===== src/rtl/lcr_pkg.sv =====
package lcr_pkg;

	localparam int COORD_BITS_DEF = 16;
	localparam int MAX_PASSES = 4;
	localparam int PASS_BITS = 3;

	localparam logic [3:0] CODE_LEFT = 4'd1;
	localparam logic [3:0] CODE_RIGHT = 4'd2;
	localparam logic [3:0] CODE_BOTTOM = 4'd4;
	localparam logic [3:0] CODE_TOP = 4'd8;

	localparam logic [1:0] REG_LEFT = 2'd0;
	localparam logic [1:0] REG_BOTTOM = 2'd1;
	localparam logic [1:0] REG_RIGHT = 2'd2;
	localparam logic [1:0] REG_TOP = 2'd3;

	typedef struct packed {
		logic load;
		logic decide;
		logic mul;
		logic div_start;
		logic update;
	} lcr_cmd_t;

	typedef struct packed {
		logic trivial_acc;
		logic trivial_rej;
		logic div_done;
	} lcr_sts_t;

endpackage


===== src/rtl/lcr_if.sv =====
interface lcr_seg_if #(
	parameter int COORD_BITS = lcr_pkg::COORD_BITS_DEF
);
	logic valid;
	logic ready;
	logic signed [COORD_BITS-1:0] start_x;
	logic signed [COORD_BITS-1:0] start_y;
	logic signed [COORD_BITS-1:0] end_x;
	logic signed [COORD_BITS-1:0] end_y;
	modport source (output valid, start_x, start_y, end_x, end_y, input ready);
	modport sink (input valid, start_x, start_y, end_x, end_y, output ready);
endinterface

interface lcr_res_if #(
	parameter int COORD_BITS = lcr_pkg::COORD_BITS_DEF
);
	logic valid;
	logic ready;
	logic accepted;
	logic signed [COORD_BITS-1:0] clipped_start_x;
	logic signed [COORD_BITS-1:0] clipped_start_y;
	logic signed [COORD_BITS-1:0] clipped_end_x;
	logic signed [COORD_BITS-1:0] clipped_end_y;
	modport source (output valid, accepted, clipped_start_x, clipped_start_y,
		clipped_end_x, clipped_end_y, input ready);
	modport sink (input valid, accepted, clipped_start_x, clipped_start_y,
		clipped_end_x, clipped_end_y, output ready);
endinterface

interface lcr_cfg_if #(
	parameter int COORD_BITS = lcr_pkg::COORD_BITS_DEF
);
	logic valid;
	logic ready;
	logic [1:0] index;
	logic signed [COORD_BITS-1:0] data;
	modport source (output valid, index, data, input ready);
	modport sink (input valid, index, data, output ready);
endinterface


===== src/rtl/lcr_divider.sv =====
module lcr_divider #(
	parameter int NUM_BITS = 34,
	parameter int DEN_BITS = 17
) (
	input logic clk,
	input logic arst_n,
	input logic start,
	input logic [NUM_BITS-1:0] num,
	input logic [DEN_BITS-1:0] den,
	output logic done,
	output logic [NUM_BITS-1:0] quo
);
	localparam int CNT_BITS = $clog2(NUM_BITS + 1);

	logic [NUM_BITS-1:0] num_q;
	logic [DEN_BITS:0] rem_q;
	logic [DEN_BITS-1:0] den_q;
	logic [CNT_BITS-1:0] cnt_q;
	logic busy_q;
	logic [DEN_BITS:0] rem_sh;
	logic ge;

	assign rem_sh = {rem_q[DEN_BITS-1:0], num_q[NUM_BITS-1]};
	assign ge = rem_sh >= {1'b0, den_q};
	assign quo = num_q;

	always_ff @(posedge clk or negedge arst_n) begin
		if (!arst_n) begin
			busy_q <= 1'b0;
			done <= 1'b0;
			cnt_q <= '0;
		end else begin
			done <= 1'b0;
			if (start) begin
				busy_q <= 1'b1;
				cnt_q <= CNT_BITS'(NUM_BITS);
			end else if (busy_q) begin
				cnt_q <= cnt_q - 1'b1;
				if (cnt_q == CNT_BITS'(1)) begin
					busy_q <= 1'b0;
					done <= 1'b1;
				end
			end
		end
	end

	always_ff @(posedge clk) begin
		if (start) begin
			num_q <= num;
			den_q <= den;
			rem_q <= '0;
		end else if (busy_q) begin
			rem_q <= ge ? rem_sh - {1'b0, den_q} : rem_sh;
			num_q <= {num_q[NUM_BITS-2:0], ge};
		end
	end
endmodule


===== src/rtl/lcr_datapath.sv =====
module lcr_datapath #(
	parameter int COORD_BITS = lcr_pkg::COORD_BITS_DEF
) (
	input logic clk,
	input logic arst_n,
	input lcr_pkg::lcr_cmd_t cmd,
	output lcr_pkg::lcr_sts_t sts,
	input logic signed [COORD_BITS-1:0] in_sx,
	input logic signed [COORD_BITS-1:0] in_sy,
	input logic signed [COORD_BITS-1:0] in_ex,
	input logic signed [COORD_BITS-1:0] in_ey,
	input logic signed [COORD_BITS-1:0] left_e,
	input logic signed [COORD_BITS-1:0] bottom_e,
	input logic signed [COORD_BITS-1:0] right_e,
	input logic signed [COORD_BITS-1:0] top_e,
	output logic signed [COORD_BITS-1:0] sx,
	output logic signed [COORD_BITS-1:0] sy,
	output logic signed [COORD_BITS-1:0] ex,
	output logic signed [COORD_BITS-1:0] ey
);
	localparam int DW = COORD_BITS + 1;
	localparam int PW = 2 * DW;

	logic signed [COORD_BITS-1:0] sx_q, sy_q, ex_q, ey_q;
	logic [3:0] c1, c2, co;
	logic first_q, neg_q;
	logic signed [DW-1:0] a_q, b_q, c_q;
	logic [PW-1:0] prod_q;
	logic [PW-1:0] quo;
	logic signed [PW:0] q_s;
	logic signed [COORD_BITS-1:0] edge_q;
	logic signed [COORD_BITS-1:0] ox_q, oy_q;
	logic along_y_q;
	logic signed [DW-1:0] bsel, base_a, base_b;
	logic signed [COORD_BITS-1:0] nbase, nv;
	logic signed [COORD_BITS-1:0] px, py;
	logic [DW-1:0] ua, ub, uc;
	logic [2*DW-1:0] umul;

	function automatic logic [3:0] region(input logic signed [COORD_BITS-1:0] x,
			input logic signed [COORD_BITS-1:0] y, input logic signed [COORD_BITS-1:0] l,
			input logic signed [COORD_BITS-1:0] r, input logic signed [COORD_BITS-1:0] b,
			input logic signed [COORD_BITS-1:0] t);
		logic [3:0] c;
		c = '0;
		if (x < l) c = c | lcr_pkg::CODE_LEFT;
		else if (x > r) c = c | lcr_pkg::CODE_RIGHT;
		if (y < b) c = c | lcr_pkg::CODE_BOTTOM;
		else if (y > t) c = c | lcr_pkg::CODE_TOP;
		return c;
	endfunction

	assign c1 = region(sx_q, sy_q, left_e, right_e, bottom_e, top_e);
	assign c2 = region(ex_q, ey_q, left_e, right_e, bottom_e, top_e);
	assign sts.trivial_acc = (c1 == 4'd0) && (c2 == 4'd0);
	assign sts.trivial_rej = (c1 & c2) != 4'd0;
	assign co = (c1 != 4'd0) ? c1 : c2;

	assign ua = a_q[DW-1] ? DW'(-a_q) : DW'(a_q);
	assign ub = b_q[DW-1] ? DW'(-b_q) : DW'(b_q);
	assign uc = c_q[DW-1] ? DW'(-c_q) : DW'(c_q);
	assign umul = ua * ub;

	lcr_divider #(.NUM_BITS(PW), .DEN_BITS(DW)) u_div (
		.clk(clk), .arst_n(arst_n), .start(cmd.div_start),
		.num(prod_q), .den(uc), .done(sts.div_done), .quo(quo)
	);

	assign q_s = neg_q ? -$signed({1'b0, quo}) : $signed({1'b0, quo});
	assign nbase = along_y_q ? oy_q : ox_q;
	assign nv = COORD_BITS'(nbase + q_s[COORD_BITS-1:0]);
	assign px = along_y_q ? edge_q : nv;
	assign py = along_y_q ? nv : edge_q;

	assign bsel = '0;
	assign base_a = bsel;
	assign base_b = base_a;

	always_ff @(posedge clk) begin
		if (cmd.load) begin
			sx_q <= in_sx; sy_q <= in_sy; ex_q <= in_ex; ey_q <= in_ey;
		end else if (cmd.decide) begin
			first_q <= c1 != 4'd0;
			ox_q <= sx_q;
			oy_q <= sy_q;
			if ((co & lcr_pkg::CODE_TOP) != 4'd0 || (co & lcr_pkg::CODE_BOTTOM) != 4'd0) begin
				edge_q <= ((co & lcr_pkg::CODE_TOP) != 4'd0) ? top_e : bottom_e;
				along_y_q <= 1'b0;
				a_q <= DW'(ex_q) - DW'(sx_q);
				b_q <= (((co & lcr_pkg::CODE_TOP) != 4'd0) ? DW'(top_e) : DW'(bottom_e))
					- DW'(sy_q) + base_b;
				c_q <= DW'(ey_q) - DW'(sy_q);
			end else begin
				edge_q <= ((co & lcr_pkg::CODE_RIGHT) != 4'd0) ? right_e : left_e;
				along_y_q <= 1'b1;
				a_q <= DW'(ey_q) - DW'(sy_q);
				b_q <= (((co & lcr_pkg::CODE_RIGHT) != 4'd0) ? DW'(right_e) : DW'(left_e))
					- DW'(sx_q);
				c_q <= DW'(ex_q) - DW'(sx_q);
			end
		end else if (cmd.mul) begin
			prod_q <= umul;
			neg_q <= (a_q[DW-1] ^ b_q[DW-1] ^ c_q[DW-1]) && (umul != '0);
		end else if (cmd.update) begin
			if (first_q) begin
				sx_q <= px; sy_q <= py;
			end else begin
				ex_q <= px; ey_q <= py;
			end
		end
	end

	assign sx = sx_q;
	assign sy = sy_q;
	assign ex = ex_q;
	assign ey = ey_q;
endmodule


===== src/rtl/lcr_ctrl.sv =====
module lcr_ctrl (
	input logic clk,
	input logic arst_n,
	input logic in_valid,
	output logic in_ready,
	output logic out_load,
	output logic out_acc,
	input logic out_free,
	output lcr_pkg::lcr_cmd_t cmd,
	input lcr_pkg::lcr_sts_t sts
);
	typedef enum logic [2:0] {IDLE, DECIDE, MUL, DIV, WAIT, UPD, FIN} state_t;

	state_t state_q;
	logic [lcr_pkg::PASS_BITS-1:0] pass_q;

	assign in_ready = (state_q == IDLE);
	assign cmd.load = in_valid && in_ready;
	assign cmd.decide = (state_q == DECIDE) && !sts.trivial_acc && !sts.trivial_rej
		&& (pass_q != lcr_pkg::PASS_BITS'(lcr_pkg::MAX_PASSES));
	assign cmd.mul = (state_q == MUL);
	assign cmd.div_start = (state_q == DIV);
	assign cmd.update = (state_q == UPD);
	assign out_load = (state_q == FIN) && out_free;
	assign out_acc = sts.trivial_acc;

	always_ff @(posedge clk or negedge arst_n) begin
		if (!arst_n) begin
			state_q <= IDLE;
			pass_q <= '0;
		end else begin
			unique case (state_q)
				IDLE: if (cmd.load) begin
					state_q <= DECIDE;
					pass_q <= '0;
				end
				DECIDE: state_q <= cmd.decide ? MUL : FIN;
				MUL: state_q <= DIV;
				DIV: state_q <= WAIT;
				WAIT: if (sts.div_done) state_q <= UPD;
				UPD: begin
					pass_q <= pass_q + 1'b1;
					state_q <= DECIDE;
				end
				FIN: if (out_free) state_q <= IDLE;
				default: state_q <= IDLE;
			endcase
		end
	end
endmodule


===== src/rtl/line_clip_rectangle_top.sv =====
// Channel | Direction | Payload
// cfg     | in        | index (register 0..3), data
// seg     | in        | start_x, start_y, end_x, end_y
// res     | out       | accepted, clipped_start_x/y, clipped_end_x/y
// Each segment takes up to four clipping passes; a pass spends most of its time
// in the bit-serial divider (one quotient bit per cycle, 2*COORD_BITS+2 bits).
// One segment is in work at a time.
// Reset clears the control and loads the rectangle 0, 0, 799, 799.
// A result waits in its output register while the next segment is taken.
module line_clip_rectangle_top #(
	parameter int COORD_BITS = lcr_pkg::COORD_BITS_DEF
) (
	input logic clk,
	input logic arst_n,
	lcr_cfg_if.sink cfg,
	lcr_seg_if.sink seg,
	lcr_res_if.source res
);
	logic signed [COORD_BITS-1:0] left_q, bottom_q, right_q, top_q;
	logic signed [COORD_BITS-1:0] sx, sy, ex, ey;
	lcr_pkg::lcr_cmd_t cmd;
	lcr_pkg::lcr_sts_t sts;
	logic out_load, out_acc, out_free;

	assign cfg.ready = 1'b1;

	always_ff @(posedge clk or negedge arst_n) begin
		if (!arst_n) begin
			left_q <= '0;
			bottom_q <= '0;
			right_q <= COORD_BITS'(799);
			top_q <= COORD_BITS'(799);
		end else if (cfg.valid) begin
			unique case (cfg.index)
				lcr_pkg::REG_LEFT: left_q <= cfg.data;
				lcr_pkg::REG_BOTTOM: bottom_q <= cfg.data;
				lcr_pkg::REG_RIGHT: right_q <= cfg.data;
				lcr_pkg::REG_TOP: top_q <= cfg.data;
				default: ;
			endcase
		end
	end

	lcr_ctrl u_ctrl (
		.clk(clk), .arst_n(arst_n), .in_valid(seg.valid), .in_ready(seg.ready),
		.out_load(out_load), .out_acc(out_acc), .out_free(out_free),
		.cmd(cmd), .sts(sts)
	);

	lcr_datapath #(.COORD_BITS(COORD_BITS)) u_dp (
		.clk(clk), .arst_n(arst_n), .cmd(cmd), .sts(sts),
		.in_sx(seg.start_x), .in_sy(seg.start_y), .in_ex(seg.end_x), .in_ey(seg.end_y),
		.left_e(left_q), .bottom_e(bottom_q), .right_e(right_q), .top_e(top_q),
		.sx(sx), .sy(sy), .ex(ex), .ey(ey)
	);

	assign out_free = !res.valid || res.ready;

	always_ff @(posedge clk or negedge arst_n) begin
		if (!arst_n) begin
			res.valid <= 1'b0;
		end else if (out_load) begin
			res.valid <= 1'b1;
		end else if (res.ready) begin
			res.valid <= 1'b0;
		end
	end

	always_ff @(posedge clk) begin
		if (out_load) begin
			res.accepted <= out_acc;
			res.clipped_start_x <= out_acc ? sx : '0;
			res.clipped_start_y <= out_acc ? sy : '0;
			res.clipped_end_x <= out_acc ? ex : '0;
			res.clipped_end_y <= out_acc ? ey : '0;
		end
	end
endmodule


===== src/flat_wrapper.sv =====
// flat-port wrapper written by rule: the top's interface ports become plain ports
module line_clip_rectangle_top_flat 
#(
	parameter int COORD_BITS = lcr_pkg::COORD_BITS_DEF
)
  (clk, arst_n, cfg_valid, cfg_index, cfg_data, cfg_ready, seg_valid, seg_start_x, seg_start_y, seg_end_x, seg_end_y, seg_ready, res_valid, res_accepted, res_clipped_start_x, res_clipped_start_y, res_clipped_end_x, res_clipped_end_y, res_ready);
  lcr_cfg_if #(.COORD_BITS(COORD_BITS)) cfg_i ();
  lcr_seg_if #(.COORD_BITS(COORD_BITS)) seg_i ();
  lcr_res_if #(.COORD_BITS(COORD_BITS)) res_i ();
  input logic clk;
  input logic arst_n;
  input wire logic [$bits(cfg_i.valid)-1:0] cfg_valid;
  input wire logic [$bits(cfg_i.index)-1:0] cfg_index;
  input wire logic [$bits(cfg_i.data)-1:0] cfg_data;
  output wire logic [$bits(cfg_i.ready)-1:0] cfg_ready;
  input wire logic [$bits(seg_i.valid)-1:0] seg_valid;
  input wire logic [$bits(seg_i.start_x)-1:0] seg_start_x;
  input wire logic [$bits(seg_i.start_y)-1:0] seg_start_y;
  input wire logic [$bits(seg_i.end_x)-1:0] seg_end_x;
  input wire logic [$bits(seg_i.end_y)-1:0] seg_end_y;
  output wire logic [$bits(seg_i.ready)-1:0] seg_ready;
  output wire logic [$bits(res_i.valid)-1:0] res_valid;
  output wire logic [$bits(res_i.accepted)-1:0] res_accepted;
  output wire logic [$bits(res_i.clipped_start_x)-1:0] res_clipped_start_x;
  output wire logic [$bits(res_i.clipped_start_y)-1:0] res_clipped_start_y;
  output wire logic [$bits(res_i.clipped_end_x)-1:0] res_clipped_end_x;
  output wire logic [$bits(res_i.clipped_end_y)-1:0] res_clipped_end_y;
  input wire logic [$bits(res_i.ready)-1:0] res_ready;
  assign cfg_i.valid = cfg_valid;
  assign cfg_i.index = cfg_index;
  assign cfg_i.data = cfg_data;
  assign cfg_ready = cfg_i.ready;
  assign seg_i.valid = seg_valid;
  assign seg_i.start_x = seg_start_x;
  assign seg_i.start_y = seg_start_y;
  assign seg_i.end_x = seg_end_x;
  assign seg_i.end_y = seg_end_y;
  assign seg_ready = seg_i.ready;
  assign res_valid = res_i.valid;
  assign res_accepted = res_i.accepted;
  assign res_clipped_start_x = res_i.clipped_start_x;
  assign res_clipped_start_y = res_i.clipped_start_y;
  assign res_clipped_end_x = res_i.clipped_end_x;
  assign res_clipped_end_y = res_i.clipped_end_y;
  assign res_i.ready = res_ready;
  line_clip_rectangle_top #(.COORD_BITS(COORD_BITS)) u_core (.clk(clk), .arst_n(arst_n), .cfg(cfg_i), .seg(seg_i), .res(res_i));
endmodule

===== config.mk =====
export PLATFORM = sky130hd
export DESIGN_NAME = line_clip_rectangle_top_flat
export DESIGN_NICKNAME = d
export VERILOG_FILES = /design/src/rtl/lcr_pkg.sv /design/src/rtl/lcr_if.sv /design/src/rtl/lcr_divider.sv /design/src/rtl/lcr_datapath.sv /design/src/rtl/lcr_ctrl.sv /design/src/rtl/line_clip_rectangle_top.sv /design/src/flat_wrapper.sv
export SDC_FILE = /design/constraint.sdc
export NUM_CORES = 2
export LEC_CHECK = 0
export BUFFER_PORTS_ARGS = -buffer_cell sky130_fd_sc_hd__buf_4
export CAP_MARGIN = 20
export CELL_PAD_IN_SITES_DETAIL_PLACEMENT = 0
export CELL_PAD_IN_SITES_GLOBAL_PLACEMENT = 2
export CORE_ASPECT_RATIO = 0.7
export CORE_MARGIN = 2
export CORE_UTILIZATION = 40
export CTS_BUF_LIST = sky130_fd_sc_hd__clkbuf_16
export CTS_CLUSTER_DIAMETER = 60
export CTS_CLUSTER_SIZE = 10
export DETAILED_ROUTE_END_ITERATION = 10
export PLACE_DENSITY = 0.76
export SYNTH_ARGS = -nofsm -noshare
export SYNTH_HDL_FRONTEND = slang
export SYNTH_HIERARCHICAL = 1
export SYNTH_SLANG_ARGS = --single-unit

===== constraint.sdc =====
create_clock -name clk -period 25.7 [get_ports clk]
set_input_delay 5.14 -clock clk [delete_from_list [all_inputs] [get_ports clk]]
set_output_delay 5.14 -clock clk [all_outputs]
set_load 0.03 [all_outputs]

; Word level (Yosys, flattened, before mapping)
; Cells that the tools add are included.
[word_totals]
romBits = 0
memories = 0
latch_bits = 0
word_cells = 176
mem_bits_rw = 0
register_bits = 412
[classes]
addsub = 12
order_cmp = 9
mux = 65
eq_ne = 17
n_reduce_logical = 34
div = 0
bitwise_logic = 5
multipliers = 1
n_shift = 0
[op_table]
columns = cell, count
row1 = 16-bit two-way mux, 28
row2 = 17-bit two-way mux, 8
row3 = 34-bit two-way mux, 2
row4 = 16-bit greater-than comparator, 4
row5 = 16-bit < comparator, 4
row6 = 17-bit negation, 3
row7 = 17-bit by 17-bit multiplier with 34-bit output, 1
row8 = 34-bit nonzero test, 1
row9 = 16-bit by 16-bit subtractor with 17-bit output, 2
row10 = 17-bit by 16-bit subtractor with 17-bit output, 2
row11 = 4-bit two-way mux, 6
row12 = 3-bit one-hot mux with 7 select lines, 1
row13 = 18-bit by 17-bit >= comparator with 1-bit output, 1
row14 = 17-bit subtractor, 1
row15 = 16-bit adder, 1
row16 = 16-bit negation, 1
row17 = 3-bit two-way mux, 5
row18 = 6-bit two-way mux, 2
row19 = 2-bit AND reduction, 6
row20 = 2-bit nonzero test, 5
row21 = "3-bit equality test, second input constant", 3
row22 = 1-bit two-way mux, 9
row23 = 4-bit zero test, 2
row24 = "2-bit by 1-bit != test with 1-bit output, second input constant", 4
row25 = 22 further kinds, 41

; Logic depth before layout (Yosys ltp)
[logic_depth]
depth_word = 13
mapped_depth = 32

; By module
; Netlist, hierarchy kept.
[modules_own_cells]
columns = module, area_each_um2, cells_per_inst, n_inst
row1 = lcr_datapath, 25633.3, 2754, 1
row2 = line_clip_rectangle_top, 4855.9, 277, 1
row3 = lcr_divider, 4115.2, 357, 1
row4 = lcr_ctrl, 411.6, 44, 1

; Worst setup path after synthesis
; Ideal clock, no wire load.
[synth_path]
kind = input port to flip-flop
start = input seg_valid
end = register u_core.u_dp.a_q[0], enable pin
required_ns = 25.128
t_arrival_ns = 10.123
setup_time_ns = 0.572
cell_stages = 4
path_slack_ns = 15.005
path_cell_list = nor4b_4 -> clkbuf_1 -> clkbuf_1 -> nor2b_1
[synth_via]
elab_chain_len = 3
[synth_lines]
columns = item, line_no
row1 = from (decl), flat_wrapper.sv:16  ; input wire logic [$bits(seg_i.valid)-1:0] seg_valid;
row2 = 1-bit logical AND, lcr_ctrl.sv:18  ; assign cmd.load = in_valid && in_ready;
row3 = 1-bit inverter (no source line), --
row4 = 2-bit AND reduction (no source line), --
row5 = to (signal assigned), lcr_datapath.sv:89  ; a_q <= DW'(ex_q) - DW'(sx_q);
row6 = to (signal assigned), lcr_datapath.sv:96  ; a_q <= DW'(ey_q) - DW'(sy_q);
row7 = to (decl), lcr_datapath.sv:27  ; logic signed [DW-1:0] a_q, b_q, c_q;
; No other way between the ends.
; A chain may end at the register's enable or synchronous reset.

; Worst setup path in the final report
[layout_path]
start = register u_core.u_dp.b_q[0]
end = register u_core.u_dp.neg_q (data pin)
[layout_via]
elab_chain_len = 5
[layout_lines]
columns = item, line_no
row1 = from (decl), lcr_datapath.sv:27
row2 = from (signal assigned), lcr_datapath.sv:90  ; b_q <= (((co & lcr_pkg::CODE_TOP) != 4'd0) ? DW'(top_e) : DW'(bottom_e))
row3 = from (signal assigned), lcr_datapath.sv:97  ; b_q <= (((co & lcr_pkg::CODE_RIGHT) != 4'd0) ? DW'(right_e) : DW'(left_e))
row4 = 17-bit negation, lcr_datapath.sv:60  ; assign ub = b_q[DW-1] ? DW'(-b_q) : DW'(b_q);
row5 = 17-bit two-way mux (*), lcr_datapath.sv:60
row6 = 17-bit by 17-bit multiplier with 34-bit output (*), lcr_datapath.sv:62  ; assign umul = ua * ub;
row7 = 34-bit nonzero test (*), lcr_datapath.sv:103  ; neg_q <= (a_q[DW-1] ^ b_q[DW-1] ^ c_q[DW-1]) && (umul != '0);
row8 = 1-bit logical AND (*), lcr_datapath.sv:103
row9 = to (signal assigned), lcr_datapath.sv:103
row10 = to (decl), lcr_datapath.sv:26  ; logic first_q, neg_q;
; Every way passes the cells marked *; elsewhere a longest branch is shown, timed or not.

==> impl_metrics.ini <==
[outcome]
outcome = finished, final reports clean

[cts]
clk_latency_ns = 0.63
cts_tree = done
cts_buffers = 49
cts_buffer_depth = 3
cts_setup_buffers = 0
clkTransAtPathRegs_ns = 0.06
cts_hold_buf = 0
cts.repair.resized = 0
root_buffer = clkbuf_16
htree_levels = 2
cts_sinks = 412

[synth]
synthAdderAreaFrac_pct = 25.2
ys_seq_elements = 412
yosys.area_share.simple_pct = 12.2
async_flop_share_pct = 19.2
synth-warning-count = 6
synth_mux_area_share_pct = 6.59
synth_top_flop_cell = edfxtp_1
syn_area_um2 = 35000
yosys.area.top_type_share_pct = 27.1
postSynthNetCount = 4085
postSynthAreaPerCell_um2 = 10.2
synth_top_family_by_area = adder cells
netlist_top_cells_area = edfxtp_1, fa_1, ha_1
ys_seq_area_share_pct = 33.8
synth_area_leader_cell = edfxtp_1
synth-edff-count = 316
synth_xor_area_share_pct = 4.65
synth_compound_area_share_pct = 10.8
syn_inst = 3432
ys_types = 103

[routing]
ant_nets = 0
dr_total_vias = 26450
drc_errors = 0
drt-initial-drc-count = 3003
dr.pass1.iters = 6
avgViaCountPerCell = 5.51
wl_per_cell_um = 25.5
drt_wl_total_mm = 122

[die]
num_io_pins = 155
dieArea_um2 = 90000
initial_core_util_pct = 40.5
rows = 90
dieWidth_um = 358
die_h_um = 252
core_area_um2 = 86500

[worst_setup_path]
cpMostUsedCell = fa_1
cp.required_ns = 26.05
cp_max_fo = 15
r2r-end = u_core/u_dp/neg_q
r2r-start = u_core/u_dp/b_q[0]
cp_slowest_stage_delay_ns = 0.75
start_kind = flop
critical_path.slowest_cell = xnor2_1
r2r_setup_slack_ns = 16.49
cp.arrival_ns = 9.56
path_class = flop to flop
timing.critical_path.to_type = flop
rr_worst_depth = 26

[run]
max-cap-violations = 0

[min_path]
hold_path_depth = 2
min_path_type = flop to flop
worstHoldStart = u_core/u_dp/u_div/rem_q[16]
min_to = u_core/u_dp/u_div/rem_q[16]

[global_routing]
grt_pass1_wl_mm = 178
antenna_found_initial = 11
grt_pass1_vias = 25940
grt_overflow = 0
gr-usage-all-layers_pct = 27.1
grt_max_degree = 84

[sta]
finalHoldWorstSlack_ns = 0.467
fmax_ghz = 0.109
maxSlewViolCount = 0
layout_worst_path_cycle_share_pct = 35.8
setup_violations = 0
worst_pin_slew_ns = 1.16
hold_violations = 0
relSlewSlack_pct = 22.2
period_needed_ns = 9.21
finalSetupTns_ns = 0
grt_setup_unrepaired = false
finClkSkew_ns = 0.0572

[finish]
fin_nets = 4263
design_area_um2 = 39200
drive_gt1_share_pct = 13.7
areaGrowthSynthToFinish_pct = 11.9

[placement]
placedInstanceArea_um2 = 37700
portBuffers = 153
gp_congestion = 0.920
dpl.hpwl_mm = 98.3
==> area by class of cell <==
| class | instances | area (µm²) |
|---|---|---|
| tap | 1150 | 1440 |
| sequential | 412 | 11800 |
| inverter | 503 | 1890 |
| clock inverter | 41 | 220 |
| clock buffer | 51 | 1280 |
| timing repair buffer | 220 | 1660 |
| fill | 8198 | 47300 |
| antenna | 3 | 7.51 |
| multi-input combinational | 2424 | 20900 |
==> layout by cell type, fill, tap and decap left out, types with 7 or more instances in the layout <==
cell type,count
nand2b_1,36
or3_1,23
clkbuf_16,51
a211o_1,9
xor2_1,70
fa_1,230
o211ai_1,13
nor2b_1,30
a21o_1,49
nor4_1,9
dfrtp_1,65
xnor2_1,110
dfxtp_1,17
o21ai_0,95
nand4_1,15
nor2_1,253
or4_1,7
o21a_1,38
inv_1,532
nand3_1,31
a31oi_1,13
ha_1,336
mux2_2,153
nand2_1,286
mux2i_1,57
o31ai_1,24
and2_1,91
o22ai_1,9
o41ai_1,12
nor3_1,38
a211oi_1,43
and3_1,12
buf_4,217
a21oi_1,185
a21boi_0,8
dfstp_2,14
edfxtp_1,316
==> Yosys cell counts (all sizes together), types with 6 or more instances <==
cell type / count
o21ai: 102
a21boi: 11
nor4b: 6
nand4b: 6
and2: 93
nor2b: 31
inv: 501
a21o: 49
nand3b: 6
o21a: 39
dfrtp: 65
clkbuf: 56
edfxtp: 316
ha: 336
nand3: 33
nand4: 16
nor4: 9
xor2: 71
a211oi: 47
or3: 25
a31o: 6
buf: 37
o211ai: 13
a211o: 9
nor2: 257
o2111ai: 6
nor3: 39
a2111oi: 6
a31oi: 13
a21oi: 187
fa: 230
or4: 9
dfxtp: 17
or2: 7
and3: 12
xnor2: 114
o22ai: 10
nand2: 286
o41ai: 12
dfstp: 14
o31ai: 26
mux2i: 57
mux2: 154
and4: 6
nand2b: 36
==> cell families after synthesis <==
logic type	count (synthesis)
AO/OA/AOI/OAI	576
XOR/XNOR	185
adder cells (fa/ha/maj)	566
buffers and inverters	596
flip-flops	412
multiplexers	211
other	1
AND/OR/NAND/NOR	885
==> metrics by stage <==
step           cells  util, %  setup WS, ns
6_report        4804     45.3         16.49
3_5_place_dp    4705     43.5         16.44
5_1_grt         4801     45.3         15.92
3_3_place_gp    4704     43.5         16.62
4_1_cts         4797     45.3         16.42
2_1_floorplan   3432        -         15.01
==> sequential cells by signal, summed over array words and instances, names as in the netlist, 17 cells and up <==
name,cells
u_core/u_dp/a_q,17
u_core/u_dp/u_div/quo,34
u_core/u_dp/prod_q,34
u_core/u_dp/c_q,17
u_core/u_dp/u_div/rem_q,17
u_core/u_dp/u_div/den_q,17
u_core/u_dp/b_q,17
==> critical path, delay by kind of cell (launching register included) <==
family | cells | cell delay, ns
and+or+nand+nor | 6 | 1.64
DFF | 1 | 0.66
muxes | 1 | 0.24
AOI/OAI and AO/OA | 7 | 1.96
adders and majority gates | 7 | 3.52
buffers and inverters | 4 | 0.21
xor gates and xnor gates | 1 | 0.75
==> how the worst max path moves through the flow <==
stage                                  start                 end  slack, ns  cells after the start
after CTS                 u_core/u_dp/b_q[0]   u_core/u_dp/neg_q      16.42                     25
after global routing      u_core/u_dp/b_q[0]   u_core/u_dp/neg_q      15.92                     26
after detailed placement  u_core/u_dp/b_q[0]   u_core/u_dp/neg_q      16.44                     25
final                     u_core/u_dp/b_q[0]   u_core/u_dp/neg_q      16.49                     26
after global placement    u_core/u_dp/b_q[0]   u_core/u_dp/neg_q      16.62                     26
after floorplan                    seg_valid  u_core/u_dp/a_q[0]      15.01                      4
==> routing by layer <==
layer | vias to the layer above | global-route usage (%) | routed length, µm
met1 | 13231 | 45.5 | 63900
met2 | 992 | 35.5 | 46400
met5 | - | 0.486 | 59
li1 | 12127 | - | -
met4 | 2 | 3.22 | 1250
met3 | 98 | 5.48 | 10600
Power is not shown: default switching activity piles up to over one toggle a cycle in this logic, so the estimate is an artifact.
